`src/sv/md5_pkg.sv`:
```
// Types, constants and round functions for the MD5 digest block.
package md5_pkg;

  localparam int unsigned CNT_W = 61;

  localparam logic [31:0] H0 = 32'h67452301;
  localparam logic [31:0] H1 = 32'hEFCDAB89;
  localparam logic [31:0] H2 = 32'h98BADCFE;
  localparam logic [31:0] H3 = 32'h10325476;

  localparam logic [7:0] PAD_BYTE = 8'h80;

  localparam logic [31:0] K_TAB [0:63] = '{
    32'hD76AA478, 32'hE8C7B756, 32'h242070DB, 32'hC1BDCEEE,
    32'hF57C0FAF, 32'h4787C62A, 32'hA8304613, 32'hFD469501,
    32'h698098D8, 32'h8B44F7AF, 32'hFFFF5BB1, 32'h895CD7BE,
    32'h6B901122, 32'hFD987193, 32'hA679438E, 32'h49B40821,
    32'hF61E2562, 32'hC040B340, 32'h265E5A51, 32'hE9B6C7AA,
    32'hD62F105D, 32'h02441453, 32'hD8A1E681, 32'hE7D3FBC8,
    32'h21E1CDE6, 32'hC33707D6, 32'hF4D50D87, 32'h455A14ED,
    32'hA9E3E905, 32'hFCEFA3F8, 32'h676F02D9, 32'h8D2A4C8A,
    32'hFFFA3942, 32'h8771F681, 32'h6D9D6122, 32'hFDE5380C,
    32'hA4BEEA44, 32'h4BDECFA9, 32'hF6BB4B60, 32'hBEBFBC70,
    32'h289B7EC6, 32'hEAA127FA, 32'hD4EF3085, 32'h04881D05,
    32'hD9D4D039, 32'hE6DB99E5, 32'h1FA27CF8, 32'hC4AC5665,
    32'hF4292244, 32'h432AFF97, 32'hAB9423A7, 32'hFC93A039,
    32'h655B59C3, 32'h8F0CCC92, 32'hFFEFF47D, 32'h85845DD1,
    32'h6FA87E4F, 32'hFE2CE6E0, 32'hA3014314, 32'h4E0811A1,
    32'hF7537E82, 32'hBD3AF235, 32'h2AD7D2BB, 32'hEB86D391
  };

  // rotate amount, indexed by {round group, round mod 4}
  localparam logic [4:0] ROT_TAB [0:15] = '{
    5'd7, 5'd12, 5'd17, 5'd22,
    5'd5, 5'd9,  5'd14, 5'd20,
    5'd4, 5'd11, 5'd16, 5'd23,
    5'd6, 5'd10, 5'd15, 5'd21
  };

  typedef struct packed {
    logic [7:0] data_byte;
    logic       has_byte;
    logic       last;
  } md5_in_t;

  typedef struct packed {
    logic [31:0] digest_a;
    logic [31:0] digest_b;
    logic [31:0] digest_c;
    logic [31:0] digest_d;
  } md5_out_t;

  typedef enum logic [2:0] {
    S_IDLE,
    S_LOAD,
    S_SUM,
    S_ROT,
    S_ADD,
    S_DONE
  } md5_state_t;

  // which block is being compressed: message data, padded tail, length only
  typedef enum logic [1:0] {
    BLK_MSG,
    BLK_PAD,
    BLK_LEN
  } md5_blk_t;

  function automatic logic [3:0] md5_sel(input logic [5:0] r);
    logic [3:0] s;
    unique case (r[5:4])
      2'd0: s = r[3:0];
      2'd1: s = 4'(r[3:0] * 4'd5 + 4'd1);
      2'd2: s = 4'(r[3:0] * 4'd3 + 4'd5);
      2'd3: s = 4'(r[3:0] * 4'd7);
    endcase
    return s;
  endfunction

  function automatic logic [31:0] md5_f(input logic [5:0] r, input logic [31:0] b,
                                        input logic [31:0] c, input logic [31:0] d);
    logic [31:0] f;
    unique case (r[5:4])
      2'd0: f = (b & c) | (~b & d);
      2'd1: f = (b & d) | (c & ~d);
      2'd2: f = b ^ c ^ d;
      2'd3: f = c ^ (b | ~d);
    endcase
    return f;
  endfunction

endpackage

```
`src/sv/md5_message_digest.sv`:
```
// MD5 digest over a byte stream, one shared round unit under a small sequencer.
//
//   channel  | fields                              | handshake
//   ---------+-------------------------------------+------------------------
//   in_data  | data_byte, has_byte, last           | in_valid / in_ready
//   out_data | digest_a, digest_b, digest_c, digest_d | out_valid / out_ready
//
// A byte that does not complete a 64-byte block is stored while the sequencer
// stays idle. A full block runs a load step, then each round as a sum step and
// then a rotate/add step, then a chaining add. An end item costs one or two
// compressions, then the digest is handed over from the done state.
// Reset sets the chaining words and byte count to the start of a message.
// A digest waiting on out_ready does not stop the next message's bytes; only
// the following digest waits for the output register to free up.
module md5_message_digest import md5_pkg::*; (
  input  logic     clk,
  input  logic     rst,
  input  md5_in_t  in_data,
  input  logic     in_valid,
  output logic     in_ready,
  output md5_out_t out_data,
  output logic     out_valid,
  input  logic     out_ready
);

  md5_state_t state, state_next;
  md5_blk_t   blk;
  logic       fin;

  logic [31:0] chain_a, chain_b, chain_c, chain_d;
  logic [31:0] wa, wb, wc, wd;
  logic [31:0] t_sum;
  logic [5:0]  round;
  logic [CNT_W-1:0] cnt;
  logic [31:0] bw [0:15];
  logic [31:0] m_raw;
  md5_out_t    dig;
  logic        dig_valid;

  logic        in_acc, out_acc, slot_free;
  logic [5:0]  pos;
  logic [63:0] bit_len;
  logic [3:0]  rd_addr, cur_w;
  logic [31:0] m_word, masked_w, pad_w;
  logic [31:0] t_sum_next, rot_res;
  logic [63:0] rot_dbl;

  assign in_ready  = (state == S_IDLE);
  assign in_acc    = in_valid & in_ready;
  assign out_valid = dig_valid;
  assign out_data  = dig;
  assign out_acc   = dig_valid & out_ready;
  assign slot_free = ~dig_valid | out_ready;

  assign pos     = cnt[5:0];
  assign bit_len = {cnt, 3'b000};

  // next round's word is fetched during the rotate phase
  assign rd_addr = md5_sel((state == S_ROT) ? 6'(round + 6'd1) : 6'd0);
  assign cur_w   = md5_sel(round);

  // tail word holding the end byte: keep bytes below it, then 0x80, then zero
  always_comb begin
    for (int i = 0; i < 4; i++) begin
      if (2'(i) < pos[1:0]) begin
        masked_w[8*i +: 8] = m_raw[8*i +: 8];
      end else if (2'(i) == pos[1:0]) begin
        masked_w[8*i +: 8] = PAD_BYTE;
      end else begin
        masked_w[8*i +: 8] = 8'h00;
      end
    end
  end

  always_comb begin
    if (cur_w < pos[5:2]) begin
      pad_w = m_raw;
    end else if (cur_w == pos[5:2]) begin
      pad_w = masked_w;
    end else if (pos[5:3] != 3'b111 && cur_w == 4'd14) begin
      pad_w = bit_len[31:0];
    end else if (pos[5:3] != 3'b111 && cur_w == 4'd15) begin
      pad_w = bit_len[63:32];
    end else begin
      pad_w = '0;
    end
  end

  always_comb begin
    unique case (blk)
      BLK_MSG: m_word = m_raw;
      BLK_PAD: m_word = pad_w;
      BLK_LEN: begin
        if (cur_w == 4'd14) begin
          m_word = bit_len[31:0];
        end else if (cur_w == 4'd15) begin
          m_word = bit_len[63:32];
        end else begin
          m_word = '0;
        end
      end
      default: m_word = m_raw;
    endcase
  end

  assign t_sum_next = wa + md5_f(round, wb, wc, wd) + K_TAB[round] + m_word;
  assign rot_dbl    = {t_sum, t_sum} << ROT_TAB[{round[5:4], round[1:0]}];
  assign rot_res    = rot_dbl[63:32];

  always_ff @(posedge clk) begin
    if (rst) begin
      state <= S_IDLE;
    end else begin
      state <= state_next;
    end
  end

  always_comb begin
    state_next = state;
    unique case (state)
      S_IDLE: begin
        if (in_acc) begin
          if (in_data.has_byte && pos == 6'd63) begin
            state_next = S_LOAD;
          end else if (in_data.last) begin
            state_next = S_LOAD;
          end
        end
      end
      S_LOAD: state_next = S_SUM;
      S_SUM:  state_next = S_ROT;
      S_ROT:  state_next = (round == 6'd63) ? S_ADD : S_SUM;
      S_ADD: begin
        unique case (blk)
          BLK_MSG: state_next = fin ? S_LOAD : S_IDLE;
          BLK_PAD: state_next = (pos[5:3] == 3'b111) ? S_LOAD : S_DONE;
          BLK_LEN: state_next = S_DONE;
          default: state_next = S_IDLE;
        endcase
      end
      S_DONE: begin
        if (slot_free) begin
          state_next = S_IDLE;
        end
      end
      default: state_next = S_IDLE;
    endcase
  end

  always_ff @(posedge clk) begin
    if (rst) begin
      blk       <= BLK_MSG;
      fin       <= 1'b0;
      round     <= '0;
      cnt       <= '0;
      dig_valid <= 1'b0;
      chain_a   <= H0;
      chain_b   <= H1;
      chain_c   <= H2;
      chain_d   <= H3;
    end else begin
      if (state == S_DONE && slot_free) begin
        dig_valid <= 1'b1;
      end else if (out_acc) begin
        dig_valid <= 1'b0;
      end
      unique case (state)
        S_IDLE: begin
          if (in_acc) begin
            if (in_data.has_byte) begin
              cnt <= cnt + 1'b1;
            end
            blk <= (in_data.has_byte && pos == 6'd63) ? BLK_MSG : BLK_PAD;
            fin <= in_data.last;
          end
        end
        S_LOAD: round <= '0;
        S_SUM:  ;
        S_ROT:  round <= round + 6'd1;
        S_ADD: begin
          chain_a <= chain_a + wa;
          chain_b <= chain_b + wb;
          chain_c <= chain_c + wc;
          chain_d <= chain_d + wd;
          if (blk == BLK_MSG) begin
            blk <= BLK_PAD;
          end else if (blk == BLK_PAD) begin
            blk <= BLK_LEN;
          end
        end
        S_DONE: begin
          if (slot_free) begin
            cnt       <= '0;
            chain_a   <= H0;
            chain_b   <= H1;
            chain_c   <= H2;
            chain_d   <= H3;
          end
        end
        default: ;
      endcase
    end
  end

  // datapath, no reset
  always_ff @(posedge clk) begin
    m_raw <= bw[rd_addr];
    if (in_acc && in_data.has_byte) begin
      bw[pos[5:2]][8*pos[1:0] +: 8] <= in_data.data_byte;
    end
    unique case (state)
      S_LOAD: begin
        wa <= chain_a;
        wb <= chain_b;
        wc <= chain_c;
        wd <= chain_d;
      end
      S_SUM: t_sum <= t_sum_next;
      S_ROT: begin
        wa <= wd;
        wd <= wc;
        wc <= wb;
        wb <= wb + rot_res;
      end
      S_DONE: begin
        if (slot_free) begin
          dig.digest_a <= chain_a;
          dig.digest_b <= chain_b;
          dig.digest_c <= chain_c;
          dig.digest_d <= chain_d;
        end
      end
      default: ;
    endcase
  end

endmodule
```
`config.mk`:
```
export PLATFORM = sky130hd
export DESIGN_NAME = md5_message_digest
export DESIGN_NICKNAME = d
export VERILOG_FILES = /design/src/sv/md5_pkg.sv /design/src/sv/md5_message_digest.sv
export SDC_FILE = /design/constraint.sdc
export NUM_CORES = 2
export LEC_CHECK = 0
export BUFFER_PORTS_ARGS = -buffer_cell sky130_fd_sc_hd__buf_2
export CORE_MARGIN = 1.5
export CORE_UTILIZATION = 40
export DETAILED_ROUTE_END_ITERATION = 8
export SLEW_MARGIN = 5
export SYNTH_ARGS = -nofsm -noshare
export SYNTH_HDL_FRONTEND = slang
export SYNTH_SLANG_ARGS = --single-unit
```
`constraint.sdc`:
```
create_clock -name clk -period 8.6 [get_ports clk]
set_clock_uncertainty 0.15 [all_clocks]
set_input_delay 1.72 -clock clk [delete_from_list [all_inputs] [get_ports clk]]
set_output_delay 1.72 -clock clk [all_outputs]
set_load 0.05 [all_outputs]
```
# [Yosys cells after proc, flatten, opt, wreduce, memory -nomap -nowiden]
# Memory sizes are Yosys's and may differ from the RTL's. A register that Yosys moved wholly into a read port is not among the register bits.
# Cells that the tools add are included.
[word_totals] ff_bits=490 ramBits=512 romBits=2128 inputBits=14 output_inout_bits=130 word_cells=178 n_memories=3
[op_classes] add_sub_neg=15 mul=6 magnitude_cmp=7 n_eq_ne=28 shifts=3 muxes=58 bitwise=18 n_reduce_logical=21
[mem_list] memory="(name not given)" words=64 word_bits=32 read_ports=1 rd_clocked_by_memory_dff=0 wr=0 line_no="md5_message_digest.sv:106" text="assign t_sum_next = wa + md5_f(round, wb, wc, wd) + K_TAB[round] + m_word;"
[mem_list] memory="bw" words=16 word_bits=32 read_ports=1 rd_clocked_by_memory_dff=1 wr=1 line_no="md5_message_digest.sv:35" text="logic [31:0] bw [0:15];"
[mem_list] memory="(name not given)" words=16 word_bits=5 read_ports=1 rd_clocked_by_memory_dff=0 wr=0 line_no="md5_message_digest.sv:107" text="assign rot_dbl = {t_sum, t_sum} << ROT_TAB[{round[5:4], round[1:0]}];"
[ops] op="one-hot mux 32 bit (2 select lines)" n=9
[ops] op="two-way mux 32 bit" n=13
[ops] op="adder 32 bit" n=8
[ops] op="two-way mux 61 bit" n=3
[ops] op="bitwise AND 32 bit" n=4
[ops] op="one-hot mux 32 bit (4 select lines)" n=1
[ops] op="one-hot mux 61 bit (2 select lines)" n=1
[ops] op="OR 32 bit" n=3
[ops] op="XOR 32 bit" n=3
[ops] op="two-way mux 8 bit" n=8
[ops] op="inverter 32 bit" n=2
[ops] op="left shift 64 x 5 -> 64 bit" n=1
[ops] op="adder 61 x 1 -> 61 bit, second input constant" n=1
[ops] op="negation 5 -> 34 bit" n=1
[ops] op="variable shift 8 x 34 -> 32 bit, first input constant" n=1
[ops] op="indexed part select 8 x 34 -> 32 bit" n=1
[ops] op="one-hot mux 4 bit (4 select lines)" n=2
[ops] op="two-way mux 3 bit" n=6
[ops] op="one-hot mux 3 bit (6 select lines)" n=1
[ops] op="multiplier 4 x 3 -> 4 bit, second input constant" n=4
[ops] op="== test 6 bit, second input constant" n=2
[ops] op="one-hot mux 6 bit (2 select lines)" n=1
[ops] op="== test 2 bit, second input constant" n=5
[ops] op="two-way mux 5 bit" n=2
[ops] op="38 further kinds" n=73

# [Longest topological paths before layout]
[depth] word_depth=11 mapped_depth=35 ltp_nobuf=32

# [Worst setup path before layout]
# No wires, ideal clock.
[synth_timing] path_type="register to register" start="register round[2]" end="register t_sum[31], data pin" setup_time_ns=0.260 arrival_time_ns=8.030 t_required_ns=8.190 path_slack_ns=0.160 path_stages_with_launch=33 path_buffers=3 synth_period_minus_slack_ns=8.440 cell_sequence="dfxtp_1 > clkbuf_1 > inv_1 > clkbuf_1 > ha_1 > inv_1 > fa_1 > mux4_2 > ha_1 > o21ai_0 > nand2b_1 > a21o_1 > and3_1 > clkbuf_1 > a21oi_1 > nor4_1 > a22oi_1 > fa_1 > fa_1 > inv_1 > ha_1 > fa_1 > a21o_1 > a21oi_1 > nor2b_1 > o22ai_1 > a211oi_1 > a211o_1 > a21oi_1 > a21oi_1 > a21o_1 > a21oi_1 > xnor2_1"
[synth_between] elab_chain_len=11 word_cells_on_any_way=25 classes_between="add/sub: 4; mul: 3; order compare: 1; eq/ne: 3; mux: 10; bitwise: 1; reduce/logical: 2; memory: 1"
[synth_lines] element="from (decl)" line_no="md5_message_digest.sv:33" text="logic [5:0] round;"
[synth_lines] element="from (signal assigned)" line_no="md5_message_digest.sv:179" text="S_ROT: round <= round + 6'd1;"
[synth_lines] element="multiplier 4 x 2 -> 4 bit or multiplier 4 x 3 -> 4 bit (tied branches)" line_no="md5_pkg.sv:74, md5_pkg.sv:73"
[synth_lines] element="adder 4 x 3 -> 4 bit or adder 4 x 1 -> 4 bit (tied branches)" line_no="md5_pkg.sv:74, md5_pkg.sv:73"
[synth_lines] element="one-hot mux 4 bit (4 select lines)" line_no="md5_pkg.sv:71" text="unique case (r[5:4])"
[synth_lines] element="== test 4 bit" line_no="md5_message_digest.sv:82, md5_message_digest.sv:96"
[synth_lines] element="logical AND 1 bit" line_no="md5_message_digest.sv:82" text="end else if (pos[5:3] != 3'b111 && cur_w == 4'd15) begin"
[synth_lines] element="two-way mux 32 bit" line_no="md5_message_digest.sv:82"
[synth_lines] element="two-way mux 32 bit" line_no="md5_message_digest.sv:80" text="end else if (pos[5:3] != 3'b111 && cur_w == 4'd14) begin"
[synth_lines] element="two-way mux 32 bit" line_no="md5_message_digest.sv:78" text="end else if (cur_w == pos[5:2]) begin"
[synth_lines] element="two-way mux 32 bit" line_no="md5_message_digest.sv:76" text="if (cur_w < pos[5:2]) begin"
[synth_lines] element="one-hot mux 32 bit (2 select lines)" line_no="md5_message_digest.sv:90" text="unique case (blk)"
[synth_lines] element="adder 32 bit *" line_no="md5_message_digest.sv:106"
[synth_lines] element="via t_sum_next[31]" line_no="md5_message_digest.sv:45" text="logic [31:0] t_sum_next, rot_res;"
[synth_lines] element="to (signal assigned)" line_no="md5_message_digest.sv:218" text="S_SUM: t_sum <= t_sum_next;"
[synth_lines] element="to (decl)" line_no="md5_message_digest.sv:32" text="logic [31:0] t_sum;"
# Mark *: on every way through the listed nets, which the timed path passes. The rest lies on a longest branch. The select of a mux whose other input is x is not followed.
# A chain may end at the register's enable or synchronous reset.

# [Worst setup path after layout]
[layout_timing] start="register round[1]" end="register t_sum[31], data pin"
# The elaborated chain is that of the path after synthesis.

==> flow_summary.json <==
{
  "ir_worst_vdd_mv": 0.224,
  "clockPowerShare": 0.420,
  "r2r_cells": 31,
  "cts_tree": "yes",
  "finalSetupViolCount": 0,
  "drv_cap": 0,
  "worstMarginPinSlew_ps": 1210,
  "ys_ff_latch": 1034,
  "hpwlAfterDp_mm": 123,
  "synth.top_cells.by_count": "edfxtp_1 (800), nand2_1 (651), nor2_1 (425)",
  "drt_first_iter_violations": 4149,
  "relSlewSlack": 0.189,
  "die_x_um": 382,
  "areaGrowthSynthToFinish_pct": 11.6,
  "layout-drive-gt1-share": 0.113,
  "gp_congestion": 0.967,
  "clkTransAtPathRegs_ps": 70,
  "grt_antenna_before_repair": 10,
  "power_frac_comb": 0.121,
  "p_total_mw": 12.1,
  "sequentialPowerShare": 0.459,
  "crit_type": "register to register",
  "cpMostUsedCell": "a21oi_1",
  "synth-main-ff-cell": "edfxtp_1",
  "multi_input_area_sq_um": 26900,
  "dieArea_sq_um": 146000,
  "power_leakage_nw": 23.6,
  "holdPathEnd": "out_data[31]",
  "crit_fanout": 15,
  "ys.warnings.count": 0,
  "tns_ps": 0,
  "place_inst": 7096,
  "htreeDepth": 3,
  "synth_most_common_cell": "edfxtp_1",
  "synth_area_per_cell_sq_um": 10.9,
  "worstPathArrival_ps": 8380,
  "cts-root-buf": "clkbuf_16",
  "holdPathStages": 0,
  "switching_share": 0.251,
  "cts.sinks": 1034,
  "r2r-start": "round[1]",
  "hold_buffers": 0,
  "finalNetCount": 5646,
  "holdWs_ps": 296,
  "grt_max_degree": 90,
  "worstHoldStart": "chain_d[31]",
  "cpPeakStageDelay_ps": 530,
  "cts_setup_buffers": 0,
  "die_h_um": 382,
  "std_cell_rows": 138,
  "final_cells": 7296,
  "drc": 0,
  "worst_skew_pair.late_latency_ps": 780,
  "grt_util_all_layers": 0.232,
  "n_fill_cell": 13200,
  "core_sq_um": 142000,
  "wire_per_inst_um": 23.7,
  "synth_area_sq_um": 57300,
  "overflow": 0,
  "numCtsBuffers": 105,
  "routed_wl_mm": 173,
  "cp.required_ps": 8910,
  "cts_resized": 0,
  "internal_power_mw": 9.05,
  "grt_pass1_wl_mm": 256,
  "start_util": 0.404,
  "io_buffers": 143,
  "via_per_inst": 5.75,
  "synth_top_area_cell": "edfxtp_1",
  "clockBufferDepth": 3,
  "rsz0062_at_grt": "false",
  "critPathLaunchType": "register",
  "p_per_area_nw_per_um2": 189,
  "synth_edf_count": 800,
  "dp_slack_ps": 427,
  "finalCritPeriodShare": 0.939,
  "syn_inst": 5250,
  "rr_endpoint": "t_sum[31]",
  "end_kind": "register",
  "final-seq-area_sq_um": 28700,
  "drtPass1Iterations": 6,
  "io_pins": 144,
  "hold_viol_final": 0,
  "async_flop_share": 0,
  "hold_path_class": "register to register",
  "postRouteAntennaNets": 0,
  "timing.final.ws_setup_ps": 527,
  "slew_viol_final": 0,
  "first_global_vias": 39600,
  "vias": 42000,
  "crit_slowest_cell": "fa_1",
  "p_sw_mw": 3.04,
  "finalCriticalPeriod_ps": 8070,
  "max_freq_mhz": 124,
  "status": "finished, final reports clean",
  "synth.area.top_cells": "edfxtp_1 (42%), dfxtp_1 (8.2%), mux4_2 (5.4%), ha_1 (5.3%), nand2_1 (4.3%)",
  "ff2ff_setup_slack_ps": 530,
  "ys_seq_area_frac": 0.501,
  "synth_nets": 5583,
  "synth_cell_types": 84,
  "synth_top_area_frac": 0.419
}
worst max-delay path, delay by kind of cell (launching register included):
| family | cells | cell delay [ps] |
|---|---|---|
| buffers and inverters | 6 | 670 |
| xor gates and xnor gates | 1 | 80 |
| adders and majority gates | 7 | 2770 |
| and+or+nand+nor | 3 | 400 |
| AOI/OAI and AO/OA | 13 | 2870 |
| muxes | 1 | 500 |
| DFF | 1 | 330 |
cells by family (layout without fill, tap and decap cells):
family,Yosys count,after routing,share of synthesized area
AOI/OAI and AO/OA,1242,1242,0.134
xor gates and xnor gates,265,265,0.0405
adders and majority gates,319,319,0.0793
buffers and inverters,472,626,0.0332
DFF,1034,1034,0.501
muxes,345,345,0.0911
other,0,2,0
and+or+nand+nor,1573,1573,0.121
layout by cell type (no fill, tap or decap), types with 31 or more instances in the layout:
cell type,n
xor2_1,138
a22o_1,31
nor2b_1,58
nand2_1,648
xnor2_1,123
o21a_1,41
clkbuf_16,106
buf_4,76
and2_1,48
a21o_1,74
nand3_1,85
buf_2,143
a22oi_1,47
a211oi_1,78
edfxtp_1,800
nor3_1,138
a21oi_1,394
mux4_2,138
inv_1,194
dfxtp_1,230
fa_1,74
mux2_2,33
nor2_1,421
ha_1,245
o21ai_0,296
mux2i_1,172
o22ai_1,37
nand2b_1,43
a31oi_1,59
power groups by stage:
stage / combinational (mW) / sequential [mW] / clock, mW
floorplan: 1.10 / 5.61 / 0
global placement: 1.44 / 5.65 / 0
detailed placement: 1.45 / 5.65 / 0
CTS: 1.46 / 5.54 / 5.15
global route: 1.63 / 5.54 / 5.34
finish: 1.47 / 5.54 / 5.07
sequential cells by signal, summed over array words and instances (netlist names):
signal	cells
bw	512
out_data	128
cnt	61
chain_a	32
chain_b	32
chain_c	32
chain_d	32
m_raw	32
t_sum	32
wa	32
wb	32
wc	32
wd	32
round	6
state	3
blk	2
fin	1
out_valid	1
metal layers:
| metal | global-route usage | up-vias | share of wire |
|---|---|---|---|
| li1 | - | 19500 | - |
| met1 | 0.321 | 20700 | 0.43 |
| met2 | 0.376 | 1531 | 0.47 |
| met3 | 0.0346 | 277 | 0.070 |
| met4 | 0.0719 | 8 | 0.030 |
| met5 | 0 | - | 0.00036 |
how the worst max path moves through the flow:
stage	startpoint	endpoint	slack [ps]
floorplan	round[2]	t_sum[31]	160
global placement	round[0]	t_sum[31]	480
detailed placement	round[1]	t_sum[31]	430
CTS	round[1]	t_sum[31]	350
global route	round[1]	t_sum[31]	100
finish	round[1]	t_sum[31]	530
through the flow:
| step | utilization | area [sq um] |
|---|---|---|
| 6_report | 0.451 | 64000 |
| 5_1_grt | 0.451 | 64000 |
| 4_1_cts | 0.451 | 63900 |
| 3_5_place_dp | 0.423 | 60100 |
| 3_3_place_gp | 0.423 | 60100 |
| 2_1_floorplan | - | 57300 |
area by class of cell:
type,count,share of cell area
tap,1890,0.0370
clock buffer,131,0.0440
clock inverter,67,0.0164
timing repair buffer,223,0.0214
multi-input combinational,3744,0.420
inverter,205,0.0122
antenna,2,0.0000783
sequential,1034,0.449
No activity file was read; power rests on OpenSTA's default activity.
